===== src/hw/rtl/mtfm_pkg.sv =====
// mtfm_pkg: shared codes, character constants and structs of the topic filter matcher
// used by every module under hw/rtl; no dependencies
package mtfm_pkg;

    // default filter store size
    localparam int MAX_FILTER_DEF = 64;

    // input beat actions
    localparam logic [1:0] ACT_FILTER_BYTE = 2'd0;
    localparam logic [1:0] ACT_FILTER_END  = 2'd1;
    localparam logic [1:0] ACT_TOPIC_BYTE  = 2'd2;
    localparam logic [1:0] ACT_TOPIC_END   = 2'd3;

    // special characters
    localparam logic [7:0] CH_SLASH  = 8'h2F;
    localparam logic [7:0] CH_PLUS   = 8'h2B;
    localparam logic [7:0] CH_HASH   = 8'h23;
    localparam logic [7:0] CH_DOLLAR = 8'h24;

    // fan-in of one or-tree stage
    localparam int TREE_FAN = 8;

    // control broadcast from the top level to every cell
    typedef struct packed {
        logic       load_step;    // filter byte beat
        logic       tail_reset;   // a new filter begins, store becomes empty
        logic       topic_step;   // topic byte beat
        logic       restart;      // match walk back to position zero
        logic       eff_restart;  // walk is taken as restarted this cycle
        logic       kill;         // dollar topic against a wildcard first level
        logic [7:0] sym;
    } t_mtfm_bcast;

    // cell to right neighbor
    typedef struct packed {
        logic tail_e;      // effective tail mark of this cell
        logic st;          // level start token for the neighbor
        logic lit;         // literal token for the neighbor
        logic plus_enter;  // plus level entered, neighbor holds the token now
    } t_mtfm_fwd;

    // cell to left neighbor
    typedef struct packed {
        logic is_hash;
        logic is_wild;
        logic tail;
        logic tail_next;   // tail mark of the cell after this one
    } t_mtfm_back;

    // one result beat
    typedef struct packed {
        logic matched;
        logic overflow;
    } t_mtfm_res;

    // number of or-tree stages that bring n bits down to one
    function automatic int tree_depth(input int n);
        int w;
        int d;
        w = n;
        d = 0;
        for (int k = 0; k < 16; k++) begin
            if (w > 1) begin
                w = (w + TREE_FAN - 1) / TREE_FAN;
                d = d + 1;
            end
        end
        return d;
    endfunction

endpackage


===== src/hw/rtl/mtfm_cell.sv =====
// mtfm_cell: one filter position, holding its byte, tail mark and match tokens
// depends on mtfm_pkg
module mtfm_cell (
    input  logic                    i_clk,
    input  logic                    i_rst_n,
    input  logic                    i_home,
    input  logic                    i_stop,
    input  mtfm_pkg::t_mtfm_bcast   i_bc,
    input  mtfm_pkg::t_mtfm_fwd     i_left,
    input  mtfm_pkg::t_mtfm_back    i_right,
    output mtfm_pkg::t_mtfm_fwd     o_right,
    output mtfm_pkg::t_mtfm_back    o_left,
    output logic                    o_hit
);
    import mtfm_pkg::*;

    logic [7:0] r_byte;
    logic       r_tail, n_tail;
    logic       r_st, n_st;
    logic       r_lit, n_lit;
    logic       r_plus, n_plus;
    logic       r_hash, n_hash;

    logic w_tail_e;
    logic w_st_e, w_lit_e, w_plus_e, w_hash_e;
    logic w_fi, w_is_slash, w_is_plus, w_is_hash, w_c_slash;
    logic w_enter_hash, w_enter_plus, w_enter_lit;
    logic w_plus_now, w_lit_act, w_lit_ok, w_plus_stay, w_plus_adv;

    // effective tail and tokens for this beat
    assign w_tail_e = i_bc.tail_reset ? i_home : r_tail;
    assign w_st_e   = i_bc.eff_restart ? i_home : r_st;
    assign w_lit_e  = !i_bc.eff_restart && r_lit;
    assign w_plus_e = !i_bc.eff_restart && r_plus;
    assign w_hash_e = !i_bc.eff_restart && r_hash;

    // byte classes, fi means this position holds a filter byte
    assign w_fi       = !r_tail;
    assign w_is_slash = (r_byte == CH_SLASH);
    assign w_is_plus  = (r_byte == CH_PLUS);
    assign w_is_hash  = (r_byte == CH_HASH);
    assign w_c_slash  = (i_bc.sym == CH_SLASH);

    // level entry
    assign w_enter_hash = w_st_e && w_fi && w_is_hash;
    assign w_enter_plus = w_st_e && w_fi && w_is_plus;
    assign w_enter_lit  = w_st_e && !(w_fi && (w_is_hash || w_is_plus));

    // token moves for a topic byte
    assign w_plus_now  = w_plus_e || i_left.plus_enter;
    assign w_lit_act   = w_lit_e || w_enter_lit;
    assign w_lit_ok    = w_lit_act && w_fi && (r_byte == i_bc.sym);
    assign w_plus_stay = w_plus_now && !w_c_slash;
    assign w_plus_adv  = w_plus_now && w_c_slash && w_fi && w_is_slash;

    // neighbor links
    assign o_right.tail_e     = w_tail_e;
    assign o_right.st         = ((w_lit_ok && w_c_slash) || w_plus_adv) && !i_bc.kill;
    assign o_right.lit        = w_lit_ok && !w_c_slash && !i_bc.kill;
    assign o_right.plus_enter = w_enter_plus;

    assign o_left.is_hash   = w_is_hash;
    assign o_left.is_wild   = w_is_hash || w_is_plus;
    assign o_left.tail      = r_tail;
    assign o_left.tail_next = i_right.tail;

    // end-of-topic verdict: hash level, filter end, or a trailing slash-hash
    assign o_hit = w_hash_e || w_enter_hash ||
                   ((w_lit_act || w_plus_now) &&
                    (!w_fi || (w_is_slash && i_right.is_hash && i_right.tail_next)));

    // next tail and tokens
    always_comb begin
        n_tail = r_tail;
        if (i_bc.load_step) begin
            n_tail = i_left.tail_e || (i_stop && w_tail_e);
        end else if (i_bc.tail_reset) begin
            n_tail = i_home;
        end

        n_st   = r_st;
        n_lit  = r_lit;
        n_plus = r_plus;
        n_hash = r_hash;
        if (i_bc.restart) begin
            n_st   = i_home;
            n_lit  = 1'b0;
            n_plus = 1'b0;
            n_hash = 1'b0;
        end else if (i_bc.topic_step) begin
            n_st   = i_left.st;
            n_lit  = i_left.lit;
            n_plus = w_plus_stay && !i_bc.kill;
            n_hash = (w_hash_e || w_enter_hash) && !i_bc.kill;
        end
    end

    // control registers
    always_ff @(posedge i_clk) begin
        if (!i_rst_n) begin
            r_tail <= i_home;
            r_st   <= i_home;
            r_lit  <= 1'b0;
            r_plus <= 1'b0;
            r_hash <= 1'b0;
        end else begin
            r_tail <= n_tail;
            r_st   <= n_st;
            r_lit  <= n_lit;
            r_plus <= n_plus;
            r_hash <= n_hash;
        end
    end

    // filter byte, written at the tail
    always_ff @(posedge i_clk) begin
        if (i_bc.load_step && w_tail_e && !i_stop) begin
            r_byte <= i_bc.sym;
        end
    end

endmodule


===== src/hw/rtl/mtfm_or_tree.sv =====
// mtfm_or_tree: registered or-reduction of the per-cell verdicts
// depends on mtfm_pkg
module mtfm_or_tree #(
    parameter int N = mtfm_pkg::MAX_FILTER_DEF + 1
) (
    input  logic                  i_clk,
    input  logic                  i_rst_n,
    input  logic                  i_vld,
    input  logic [N-1:0]          i_hit,
    input  logic                  i_ovf,
    output logic                  o_vld,
    output mtfm_pkg::t_mtfm_res   o_res
);
    import mtfm_pkg::*;

    localparam int L  = tree_depth(N);
    localparam int PW = TREE_FAN * ((N + TREE_FAN - 1) / TREE_FAN);

    logic [PW-1:0] r_lvl [0:L];
    logic [PW-1:0] n_lvl [1:L];
    logic [L:0]    r_vld;
    logic [L:0]    r_ovf;

    // each stage ors groups of TREE_FAN bits
    always_comb begin
        for (int k = 1; k <= L; k++) begin
            n_lvl[k] = '0;
            for (int j = 0; j < PW / TREE_FAN; j++) begin
                n_lvl[k][j] = |r_lvl[k-1][TREE_FAN*j +: TREE_FAN];
            end
        end
    end

    // stage registers
    always_ff @(posedge i_clk) begin
        r_lvl[0] <= PW'(i_hit);
        for (int k = 1; k <= L; k++) begin
            r_lvl[k] <= n_lvl[k];
        end
        r_ovf <= {r_ovf[L-1:0], i_ovf};
    end

    // beat tags
    always_ff @(posedge i_clk) begin
        if (!i_rst_n) begin
            r_vld <= '0;
        end else begin
            r_vld <= {r_vld[L-1:0], i_vld};
        end
    end

    assign o_vld          = r_vld[L];
    assign o_res.matched  = r_lvl[L][0];
    assign o_res.overflow = r_ovf[L];

endmodule


===== src/hw/rtl/mtfm_res_fifo.sv =====
// mtfm_res_fifo: small result queue in front of the output channel
// depends on mtfm_pkg
module mtfm_res_fifo #(
    parameter int DEPTH = 4
) (
    input  logic                  i_clk,
    input  logic                  i_rst_n,
    input  logic                  i_push,
    input  mtfm_pkg::t_mtfm_res   i_res,
    output logic                  o_valid,
    input  logic                  i_ready,
    output mtfm_pkg::t_mtfm_res   o_res
);
    import mtfm_pkg::*;

    localparam int PTRW = (DEPTH > 1) ? $clog2(DEPTH) : 1;
    localparam int CNTW = $clog2(DEPTH + 1);

    t_mtfm_res       r_mem [0:DEPTH-1];
    logic [PTRW-1:0] r_wr, n_wr;
    logic [PTRW-1:0] r_rd, n_rd;
    logic [CNTW-1:0] r_cnt, n_cnt;
    logic            w_pop;

    assign o_valid = (r_cnt != '0);
    assign o_res   = r_mem[r_rd];
    assign w_pop   = o_valid && i_ready;

    // pointers with wrap at DEPTH
    always_comb begin
        n_wr = r_wr;
        n_rd = r_rd;
        if (i_push) begin
            n_wr = (r_wr == PTRW'(DEPTH - 1)) ? '0 : r_wr + 1'b1;
        end
        if (w_pop) begin
            n_rd = (r_rd == PTRW'(DEPTH - 1)) ? '0 : r_rd + 1'b1;
        end
        n_cnt = r_cnt + CNTW'(i_push) - CNTW'(w_pop);
    end

    always_ff @(posedge i_clk) begin
        if (!i_rst_n) begin
            r_wr  <= '0;
            r_rd  <= '0;
            r_cnt <= '0;
        end else begin
            r_wr  <= n_wr;
            r_rd  <= n_rd;
            r_cnt <= n_cnt;
        end
    end

    // entry storage
    always_ff @(posedge i_clk) begin
        if (i_push) begin
            r_mem[r_wr] <= i_res;
        end
    end

endmodule


===== src/hw/rtl/mqtt_topic_filter_matcher_unit.sv =====
// mqtt_topic_filter_matcher_unit: top level, filter load checks and the cell row
// depends on mtfm_pkg, mtfm_cell, mtfm_or_tree, mtfm_res_fifo
//
// Usage:
//   Input channel (i_in_valid / o_in_ready) carries i_action and i_symbol. A filter is
//   loaded as filter-byte beats closed by an end-of-filter beat; topics follow as
//   topic-byte beats closed by an end-of-topic beat. Only end-of-topic beats make a
//   result beat on the output channel (o_out_valid / i_out_ready) with o_matched and
//   o_filter_overflow.
//   Throughput: one input beat per cycle, every action, while o_in_ready is high. The filter
//   lives in a row of MAX_FILTER+1 cells; the match position is a token handed from cell
//   to cell, so the filter contents never slow a topic byte.
//   Result path: an end-of-topic verdict passes the verdict register, one stage per 8:1
//   or-tree level and then the result queue before it shows on o_out_valid.
//   Stall: results queue in a small fifo sized for the tree; o_in_ready drops only when
//   tree_depth+3 results are outstanding, so the input keeps flowing while a result
//   waits on a stalled receiver.
//   Reset: synchronous, active low; the filter becomes empty, so nothing matches until
//   a filter is loaded, and the result queue empties.
module mqtt_topic_filter_matcher_unit #(
    parameter int MAX_FILTER = mtfm_pkg::MAX_FILTER_DEF
) (
    input  logic       i_clk,
    input  logic       i_rst_n,
    input  logic       i_in_valid,
    output logic       o_in_ready,
    input  logic [1:0] i_action,
    input  logic [7:0] i_symbol,
    output logic       o_out_valid,
    input  logic       i_out_ready,
    output logic       o_matched,
    output logic       o_filter_overflow
);
    import mtfm_pkg::*;

    localparam int         N       = MAX_FILTER + 1;
    localparam int         L       = tree_depth(N);
    localparam int         CAP     = L + 3;
    localparam int         CW      = $clog2(CAP + 1);
    localparam logic [1:0] LVL_SAT = 2'd2;

    // filter load state
    logic       r_loading, n_loading;
    logic       r_bad, n_bad;
    logic       r_ovf, n_ovf;
    logic [1:0] r_lvl_cnt, n_lvl_cnt;
    logic       r_lvl_wild, n_lvl_wild;
    logic       r_hash_seen, n_hash_seen;
    logic       r_first, n_first;
    logic [CW-1:0] r_credit, n_credit;

    logic w_in_acc, w_out_acc, w_end_acc;
    logic w_begin, w_finish, w_tail_max, w_kill, w_ok;

    t_mtfm_bcast w_bc;
    t_mtfm_fwd   w_fwd  [0:N];
    t_mtfm_back  w_back [0:N];
    logic [N-1:0] w_hit;

    t_mtfm_res w_tree_res, w_out_res;
    logic      w_tree_vld;

    assign w_in_acc  = i_in_valid && o_in_ready;
    assign w_out_acc = o_out_valid && i_out_ready;
    assign w_end_acc = w_in_acc && (i_action == ACT_TOPIC_END);

    assign w_begin    = w_in_acc && !r_loading &&
                        ((i_action == ACT_FILTER_BYTE) || (i_action == ACT_FILTER_END));
    assign w_finish   = w_in_acc && (i_action != ACT_FILTER_BYTE) &&
                        (r_loading || (i_action == ACT_FILTER_END));
    assign w_tail_max = !w_begin && w_back[N-1].tail;

    // level checks while loading, then closing the filter
    always_comb begin
        n_loading   = r_loading;
        n_bad       = r_bad;
        n_ovf       = r_ovf;
        n_lvl_cnt   = r_lvl_cnt;
        n_lvl_wild  = r_lvl_wild;
        n_hash_seen = r_hash_seen;
        n_first     = r_first;
        if (w_begin) begin
            n_bad       = 1'b0;
            n_ovf       = 1'b0;
            n_lvl_cnt   = '0;
            n_lvl_wild  = 1'b0;
            n_hash_seen = 1'b0;
        end
        if (w_in_acc) begin
            case (i_action)
                ACT_FILTER_BYTE: begin
                    n_loading = 1'b1;
                    if (w_tail_max) begin
                        n_ovf = 1'b1;
                    end
                    if (i_symbol == CH_SLASH) begin
                        if ((n_lvl_wild && n_lvl_cnt != 2'd1) || n_hash_seen) begin
                            n_bad = 1'b1;
                        end
                        n_lvl_cnt   = '0;
                        n_lvl_wild  = 1'b0;
                        n_hash_seen = 1'b0;
                    end else begin
                        if (n_lvl_cnt != LVL_SAT) begin
                            n_lvl_cnt = n_lvl_cnt + 2'd1;
                        end
                        if ((i_symbol == CH_PLUS) || (i_symbol == CH_HASH)) begin
                            n_lvl_wild = 1'b1;
                        end
                        if (i_symbol == CH_HASH) begin
                            n_hash_seen = 1'b1;
                        end
                    end
                end
                ACT_TOPIC_BYTE: begin
                    n_first = 1'b0;
                end
                default: begin
                    n_first = 1'b1;
                end
            endcase
        end
        if (w_finish) begin
            if (n_lvl_wild && n_lvl_cnt != 2'd1) begin
                n_bad = 1'b1;
            end
            n_lvl_cnt   = '0;
            n_lvl_wild  = 1'b0;
            n_hash_seen = 1'b0;
            n_loading   = 1'b0;
        end
    end

    // dollar topics never match a wildcard first level
    assign w_kill = (i_symbol == CH_DOLLAR) && (r_loading || r_first) &&
                    !w_back[0].tail && w_back[0].is_wild;

    // broadcast to the cell row
    assign w_bc.load_step   = w_in_acc && (i_action == ACT_FILTER_BYTE);
    assign w_bc.tail_reset  = w_begin;
    assign w_bc.topic_step  = w_in_acc && (i_action == ACT_TOPIC_BYTE);
    assign w_bc.restart     = w_in_acc &&
                              ((i_action == ACT_FILTER_END) || (i_action == ACT_TOPIC_END));
    assign w_bc.eff_restart = r_loading;
    assign w_bc.kill        = w_kill;
    assign w_bc.sym         = i_symbol;

    assign w_fwd[0]  = '0;
    assign w_back[N] = '0;

    // row of cells, the last one marks a full store
    for (genvar i = 0; i < N; i++) begin : g_cell
        mtfm_cell u_cell (
            .i_clk   (i_clk),
            .i_rst_n (i_rst_n),
            .i_home  (1'(i == 0)),
            .i_stop  (1'(i == N - 1)),
            .i_bc    (w_bc),
            .i_left  (w_fwd[i]),
            .i_right (w_back[i+1]),
            .o_right (w_fwd[i+1]),
            .o_left  (w_back[i]),
            .o_hit   (w_hit[i])
        );
    end

    // an empty, malformed or overflowing filter never matches
    assign w_ok = !w_back[0].tail && !n_bad && !r_ovf;

    mtfm_or_tree #(
        .N (N)
    ) u_tree (
        .i_clk   (i_clk),
        .i_rst_n (i_rst_n),
        .i_vld   (w_end_acc),
        .i_hit   (w_hit & {N{w_ok}}),
        .i_ovf   (r_ovf),
        .o_vld   (w_tree_vld),
        .o_res   (w_tree_res)
    );

    mtfm_res_fifo #(
        .DEPTH (CAP)
    ) u_fifo (
        .i_clk   (i_clk),
        .i_rst_n (i_rst_n),
        .i_push  (w_tree_vld),
        .i_res   (w_tree_res),
        .o_valid (o_out_valid),
        .i_ready (i_out_ready),
        .o_res   (w_out_res)
    );

    assign o_matched         = w_out_res.matched;
    assign o_filter_overflow = w_out_res.overflow;

    // results in the tree or the queue
    assign n_credit   = r_credit + CW'(w_end_acc) - CW'(w_out_acc);
    assign o_in_ready = (r_credit < CW'(CAP));

    always_ff @(posedge i_clk) begin
        if (!i_rst_n) begin
            r_loading   <= 1'b0;
            r_bad       <= 1'b0;
            r_ovf       <= 1'b0;
            r_lvl_cnt   <= '0;
            r_lvl_wild  <= 1'b0;
            r_hash_seen <= 1'b0;
            r_first     <= 1'b1;
            r_credit    <= '0;
        end else begin
            r_loading   <= n_loading;
            r_bad       <= n_bad;
            r_ovf       <= n_ovf;
            r_lvl_cnt   <= n_lvl_cnt;
            r_lvl_wild  <= n_lvl_wild;
            r_hash_seen <= n_hash_seen;
            r_first     <= n_first;
            r_credit    <= n_credit;
        end
    end

endmodule


===== config.mk =====
export PLATFORM = sky130hd
export DESIGN_NAME = mqtt_topic_filter_matcher_unit
export DESIGN_NICKNAME = d
export VERILOG_FILES = /design/src/hw/rtl/mtfm_pkg.sv /design/src/hw/rtl/mtfm_cell.sv /design/src/hw/rtl/mtfm_or_tree.sv /design/src/hw/rtl/mtfm_res_fifo.sv /design/src/hw/rtl/mqtt_topic_filter_matcher_unit.sv
export SDC_FILE = /design/constraint.sdc
export NUM_CORES = 2
export LEC_CHECK = 0
export CORE_ASPECT_RATIO = 1.4
export CORE_UTILIZATION = 64
export DETAILED_ROUTE_END_ITERATION = 8
export DONT_BUFFER_PORTS = 1
export PLACE_DENSITY = 0.8
export SYNTH_ARGS = -nofsm -noshare
export SYNTH_HDL_FRONTEND = slang
export SYNTH_SLANG_ARGS = --single-unit

===== constraint.sdc =====
create_clock -name i_clk -period 3.45 [get_ports i_clk]
set_input_delay 0.345 -clock i_clk [delete_from_list [all_inputs] [get_ports i_clk]]
set_output_delay 0.345 -clock i_clk [all_outputs]
set_load 0.1 [all_outputs]

After elaboration in Yosys (flattened, before gate mapping)
Memory sizes are Yosys's and may differ from the RTL's. A register that Yosys moved wholly into a read port is not among the register bits. Index checks and enable logic that the tools add are counted.

Bits in registers: 864. Bits in latches: 0. Bits in writable memories: 272. ROM bits: 0. Bits of input ports: 14. Output and inout bits: 4. Logic and storage cells: 3156. Memories: 2.

$add $sub $neg: 7. Multiply operators: 0. Divide/modulo/power cells: 0. $lt $le $gt $ge: 1. Equality and inequality tests: 268. Shifts and indexed selects: 0. Mux-type cells: 228. Bitwise operators: 3. Reduce and logical (&&, ||, !) cells: 2246.

Memory list: u_tree.r_lvl (words 4, bits a word 65, read ports 4, clocked after memory_dff 0, write ports 4, line mtfm_or_tree.sv:19) `logic [PW-1:0] r_lvl [0:L];`; u_fifo.r_mem (words 6, bits a word 2, read ports 1, clocked after memory_dff 1, write ports 1, line mtfm_res_fifo.sv:19) `t_mtfm_res r_mem [0:DEPTH-1];`.

Operators with widths (number): 8-bit by 6-bit equality test with 1-bit output (second input constant) (196); 1-bit logical AND (1558); 1-bit logical OR (520); 8-bit equality test (64); 1-bit two-way mux (218); 8-bit OR reduction (27); 1-bit zero test (134); 65-bit AND (1); 3-bit two-way mux (4); 2-bit two-way mux (5); 3-bit by 1-bit adder with 3-bit output (2); 3-bit by 1-bit adder with 3-bit output (second input constant) (2); 3-bit equality test (second input constant) (2); 3-bit by 1-bit subtractor with 3-bit output (2); 2-bit equality test (second input constant) (2); 2-bit by 1-bit inequality test with 1-bit output (second input constant) (2); 2-bit AND reduction (2); 2-bit OR reduction (2); 3-bit < comparator (second input constant) (1); 3-bit nonzero test (1); 2-bit by 1-bit adder with 2-bit output (second input constant) (1); 2-bit by 1-bit equality test with 1-bit output (second input constant) (1); 2-bit zero test (1); 2-bit inequality test (second input constant) (1); 3 further kinds (4).

Longest topological paths before layout
Depth in word-level cells: 18. Gate-level depth with buffers: 10. Mapped depth without buffers: 10.

By module
Synthesis repeated with hierarchy kept, for this count alone.

Cell total of the unflattened synthesis: 5372. Area, all modules: 54661.2 um2.

Modules (own cells, without submodules): mtfm_cell (times used 65, cells an instance 76, area each 768.2 um2, sequential area each 350.3 um2); mtfm_or_tree (times used 1, cells an instance 118, area each 1886.8 um2, sequential area each 1701.6 um2); mqtt_topic_filter_matcher_unit (times used 1, cells an instance 246, area each 1848.0 um2, sequential area each 220.2 um2); mtfm_res_fifo (times used 1, cells an instance 68, area each 991.0 um2, sequential area each 600.6 um2).

Worst setup path before layout
OpenSTA, ideal clock, no wires.

Kind: reg2out. Start point: register with a tool-made name. End point: output port o_filter_overflow. Data arrival time: 2181 ps. Required time: 3105 ps. Slack: 924 ps. Cell stages (with the launch flop): 4. Path buffers: 0. Path through: dfxtp_1 mux4_2 nor2_1 a21oi_1.

RTL lines: to (decl) (line mqtt_topic_filter_matcher_unit.sv:32) `output logic o_filter_overflow`.

Worst setup path in the final report
Start point: register r_credit[1]. End point: register g_cell[25].u_cell.r_lit.

Longest elaborated chain between the ends: 4. Elaborated cells between the ends (all ways): 5. Those cells by class: order compare (1); reduce/logical (4).

RTL lines: from (decl) (line mqtt_topic_filter_matcher_unit.sv:50) `logic [CW-1:0] r_credit, n_credit;`; from (signal assigned) (line mqtt_topic_filter_matcher_unit.sv:219) `r_credit <= n_credit;`; 3-bit < comparator (*) (line mqtt_topic_filter_matcher_unit.sv:199) `assign o_in_ready = (r_credit < CW'(CAP));`; 1-bit logical AND (*) (line mqtt_topic_filter_matcher_unit.sv:63) `assign w_in_acc = i_in_valid && o_in_ready;`; 1-bit logical AND (line mqtt_topic_filter_matcher_unit.sv:142) `assign w_bc.restart = w_in_acc &&`; 2-bit OR reduction (no line); to (signal assigned) (line mtfm_cell.sv:109) `r_lit <= n_lit;`; to (decl) (line mtfm_cell.sv:20) `logic r_lit, n_lit;`.

Every way passes the cells marked *; elsewhere a longest branch is shown, timed or not. A chain may end at the register's enable or synchronous reset.

==> reports/metrics.yaml <==
cpPeakStageDelay_ps: 820
dpl.hpwl_um: 64100
hold_viol_final: 0
fillCellCount: 4711
clockRootBuffer: "clkbuf_16"
synth_top_cell_area_share_pct: 36.3
power_switching_mw: 5.25
async_flop_share_pct: 0
r2r_end: "g_cell[25].u_cell.r_lit"
synth_largest_area_cell: "edfxtp_1"
yosys_register_bits: 956
hold_buffers: 14
syn_area_sq_um: 43300
yosysUniqueCellTypes: 78
sw_frac_of_total_pct: 22.8
fin_ws_ps: 299
core_sq_um: 66800
grt-ovfl-total: 0
multi_input_area_sq_um: 17900
final-seq-area_sq_um: 24400
relSlewSlack_pct: 25.7
vias: 33400
fin_setup_tns_ps: 0
tightest_slew_ps: 1110
yosysMostFrequentCell: "edfxtp_1"
crit_family: "compound AO/OA/AOI/OAI gates"
holdWs_ps: 63.0
crit_fanout: 27
grt_pass1_wl_um: 187000
synth_edf_count: 524
rr_startpoint: "r_credit[1]"
syn_inst: 4023
htreeDepth: 3
cp_data_required_time_ps: 4030
die-area_sq_um: 68800
finalSetupViolCount: 0
cts_buffer_depth: 3
drive_above_1_share_pct: 6.13
final_nets: 3965
initial_utilization_pct: 64.9
ys.flop_type: "edfxtp_1"
comb_power_share_pct: 5.8
path_class: "reg2reg"
report.final.slew_viol_count: 0
clock-sinks: 956
port_buffers: 0
drtIter0Drc: 3990
grt_start_max_net_pins: 121
p_int_mw: 17.8
endpoint_kind: "flip-flop"
cts_tree: "done"
wirelength_um: 123000
avgRoutedWirePerCell_um: 25.3
antenna_found_initial: 2
period_share_pct: 91.3
cap_violations: 0
path_clk_slew_ps: 60
crit_chain: "ha_1 > nand3b_1 > or2_4 > a21oi_1 > nor3b_4 > buf_4 > a22o_1"
max_freq_mhz: 317
dieHeight_um: 310
leakage_nw: 15.5
drt_drc_violations_left: 0
clock_power_share_pct: 41.6
preCtsSetupSlack_ps: 405
ir_drop_v: 0.000485
drtPass1Iterations: 6
die_x_um: 222
cts_made_buffers: 85
vias_per_cell: 6.86
critPathLaunchType: "flip-flop"
ff2ff_path_depth: 7
post_synth_most_frequent_cells: "edfxtp_1 (524), dfxtp_1 (432), nand2_1 (401), xor2_1 (304), a21oi_1 (252)"
min_delay_worst_endpoint: "g_cell[22].u_cell.r_st"
syn-num-nets: 4045
post-route-min-period_ps: 3150
grt_pass1_vias: 33200
seqPwrFrac_pct: 52.5
post_cts_buffers: 0
row_count: 112
worst_ep_arrival_time_ps: 3730
synth_area_per_cell_sq_um: 10.8
synth_area_leaders: "edfxtp_1 (36%), dfxtp_1 (20%), xor2_1 (6.1%), xnor2_1 (4.3%), nand2_1 (3.5%)"
yosysWarnings: 0
hp-class: "in2reg"
p_per_area_nw_per_um2: 489
whs_path_depth: 3
rsz0062_at_grt: "no"
clkLatencyLatePin_ps: 660
drtAntennaViolNets: 0
r2r_slack_ps: 300
area_delta_synth_final_pct: 8.60
worstHoldStart: "i_symbol[5]"
cts_resized: 0
gp_congestion: 0.883
ios: 18
fin_skew_ps: 30.7
cp_slowest_cell: "a21oi_1"
synth-seq-area-share_pct: 56.2
grt_util_all_layers_pct: 35.7
status: "finished clean"
path_buf_inv: 1
## flip-flops by register name, summed over array words and instances (netlist names), 2 cells and up, named ones only
name and count:
g_cell.u_cell.r_byte 512, u_tree.r_lvl 77, g_cell.u_cell.r_hash 65, g_cell.u_cell.r_plus 65, g_cell.u_cell.r_st 65, g_cell.u_cell.r_tail 65, g_cell.u_cell.r_lit 64, u_fifo.r_mem 12
u_tree.r_ovf 4, u_tree.r_vld 4, r_credit 3, u_fifo.r_cnt 3, u_fifo.r_rd 3, u_fifo.r_wr 3, r_lvl_cnt 2
## power groups by stage
stage	Clock (mW)	Combinational, mW	Sequential (mW)
global placement	0	1.10	12.3
floorplan	0	0.953	12.3
detailed placement	0	1.12	12.3
CTS	9.60	1.32	12.1
finish	9.58	1.35	12.1
global route	10.0	1.42	12.1
## worst min-delay path: stages
cell and delay, ps:
xnor2_1 80, nand4_1 110, a211oi_1 70
## per-layer routing
metal  vias to the layer above  global-route usage [%]  wire [um]
met5                         -                       0          0
met4                         0                    21.3       7050
met3                       506                    5.25      12100
met2                      1931                    61.0      59600
met1                     16100                    43.0      44600
li1                      14800                       -          -
## kinds of logic (layout without fill, tap and decap cells)
group | count (synthesis) | count (layout) | synth area share [%]
other | 0 | 2 | 0
flip-flops | 956 | 956 | 56.2
multiplexers | 5 | 5 | 0.173
buffers and inverters | 295 | 287 | 2.74
adder cells (fa/ha/maj) | 8 | 8 | 0.266
AND/OR/NAND/NOR | 1445 | 1445 | 18.0
XOR/XNOR | 516 | 516 | 10.4
AO/OA/AOI/OAI | 798 | 798 | 12.1
## how the worst max path moves through the flow
stage                     slack [ps]  cells after the start                        to         from
after floorplan                  920                      3         o_filter_overflow    flip-flop
after global placement           530                      7  g_cell[29].u_cell.r_hash  r_credit[1]
after detailed placement         400                      7  g_cell[54].u_cell.r_hash  r_credit[1]
after CTS                        400                      7  g_cell[54].u_cell.r_hash  r_credit[1]
after global routing             220                      7   g_cell[26].u_cell.r_lit  r_credit[1]
final                            300                      7   g_cell[25].u_cell.r_lit  r_credit[1]
## final cells by class
cell class | count | share of cell area [%]
Inverter | 76 | 0.606
Tap cell | 855 | 2.27
Multi-Input combinational cell | 2772 | 37.9
Antenna cell | 2 | 0.0106
Sequential cell | 956 | 51.8
Clock inverter | 36 | 0.614
Timing Repair Buffer | 52 | 1.41
Clock buffer | 123 | 5.35
## cell usage in the layout, fill, tap and decap left out, types with 52 or more instances in the layout
master / count
nand2_1: 400
nand3_1: 64
and3_1: 76
xor2_1: 304
xnor2_1: 212
nor4_1: 167
a21oi_1: 249
dfxtp_1: 431
edfxtp_1: 524
nor2_1: 220
nor3_1: 117
o21ai_0: 134
inv_1: 75
a41oi_1: 52
clkbuf_16: 91
nand4_1: 105
## stage by stage
stage               power [mW]  area (sq um)  utilization (%)  std cells
global route              23.6         47100             70.4       4871
floorplan                 13.3         43300                -       4023
finish                    23.0         47100             70.4       4872
CTS                       23.0         47100             70.4       4870
global placement          13.4         44000             65.8       4697
detailed placement        13.5         44000             65.8       4697
(Power assumes the default switching activity.)
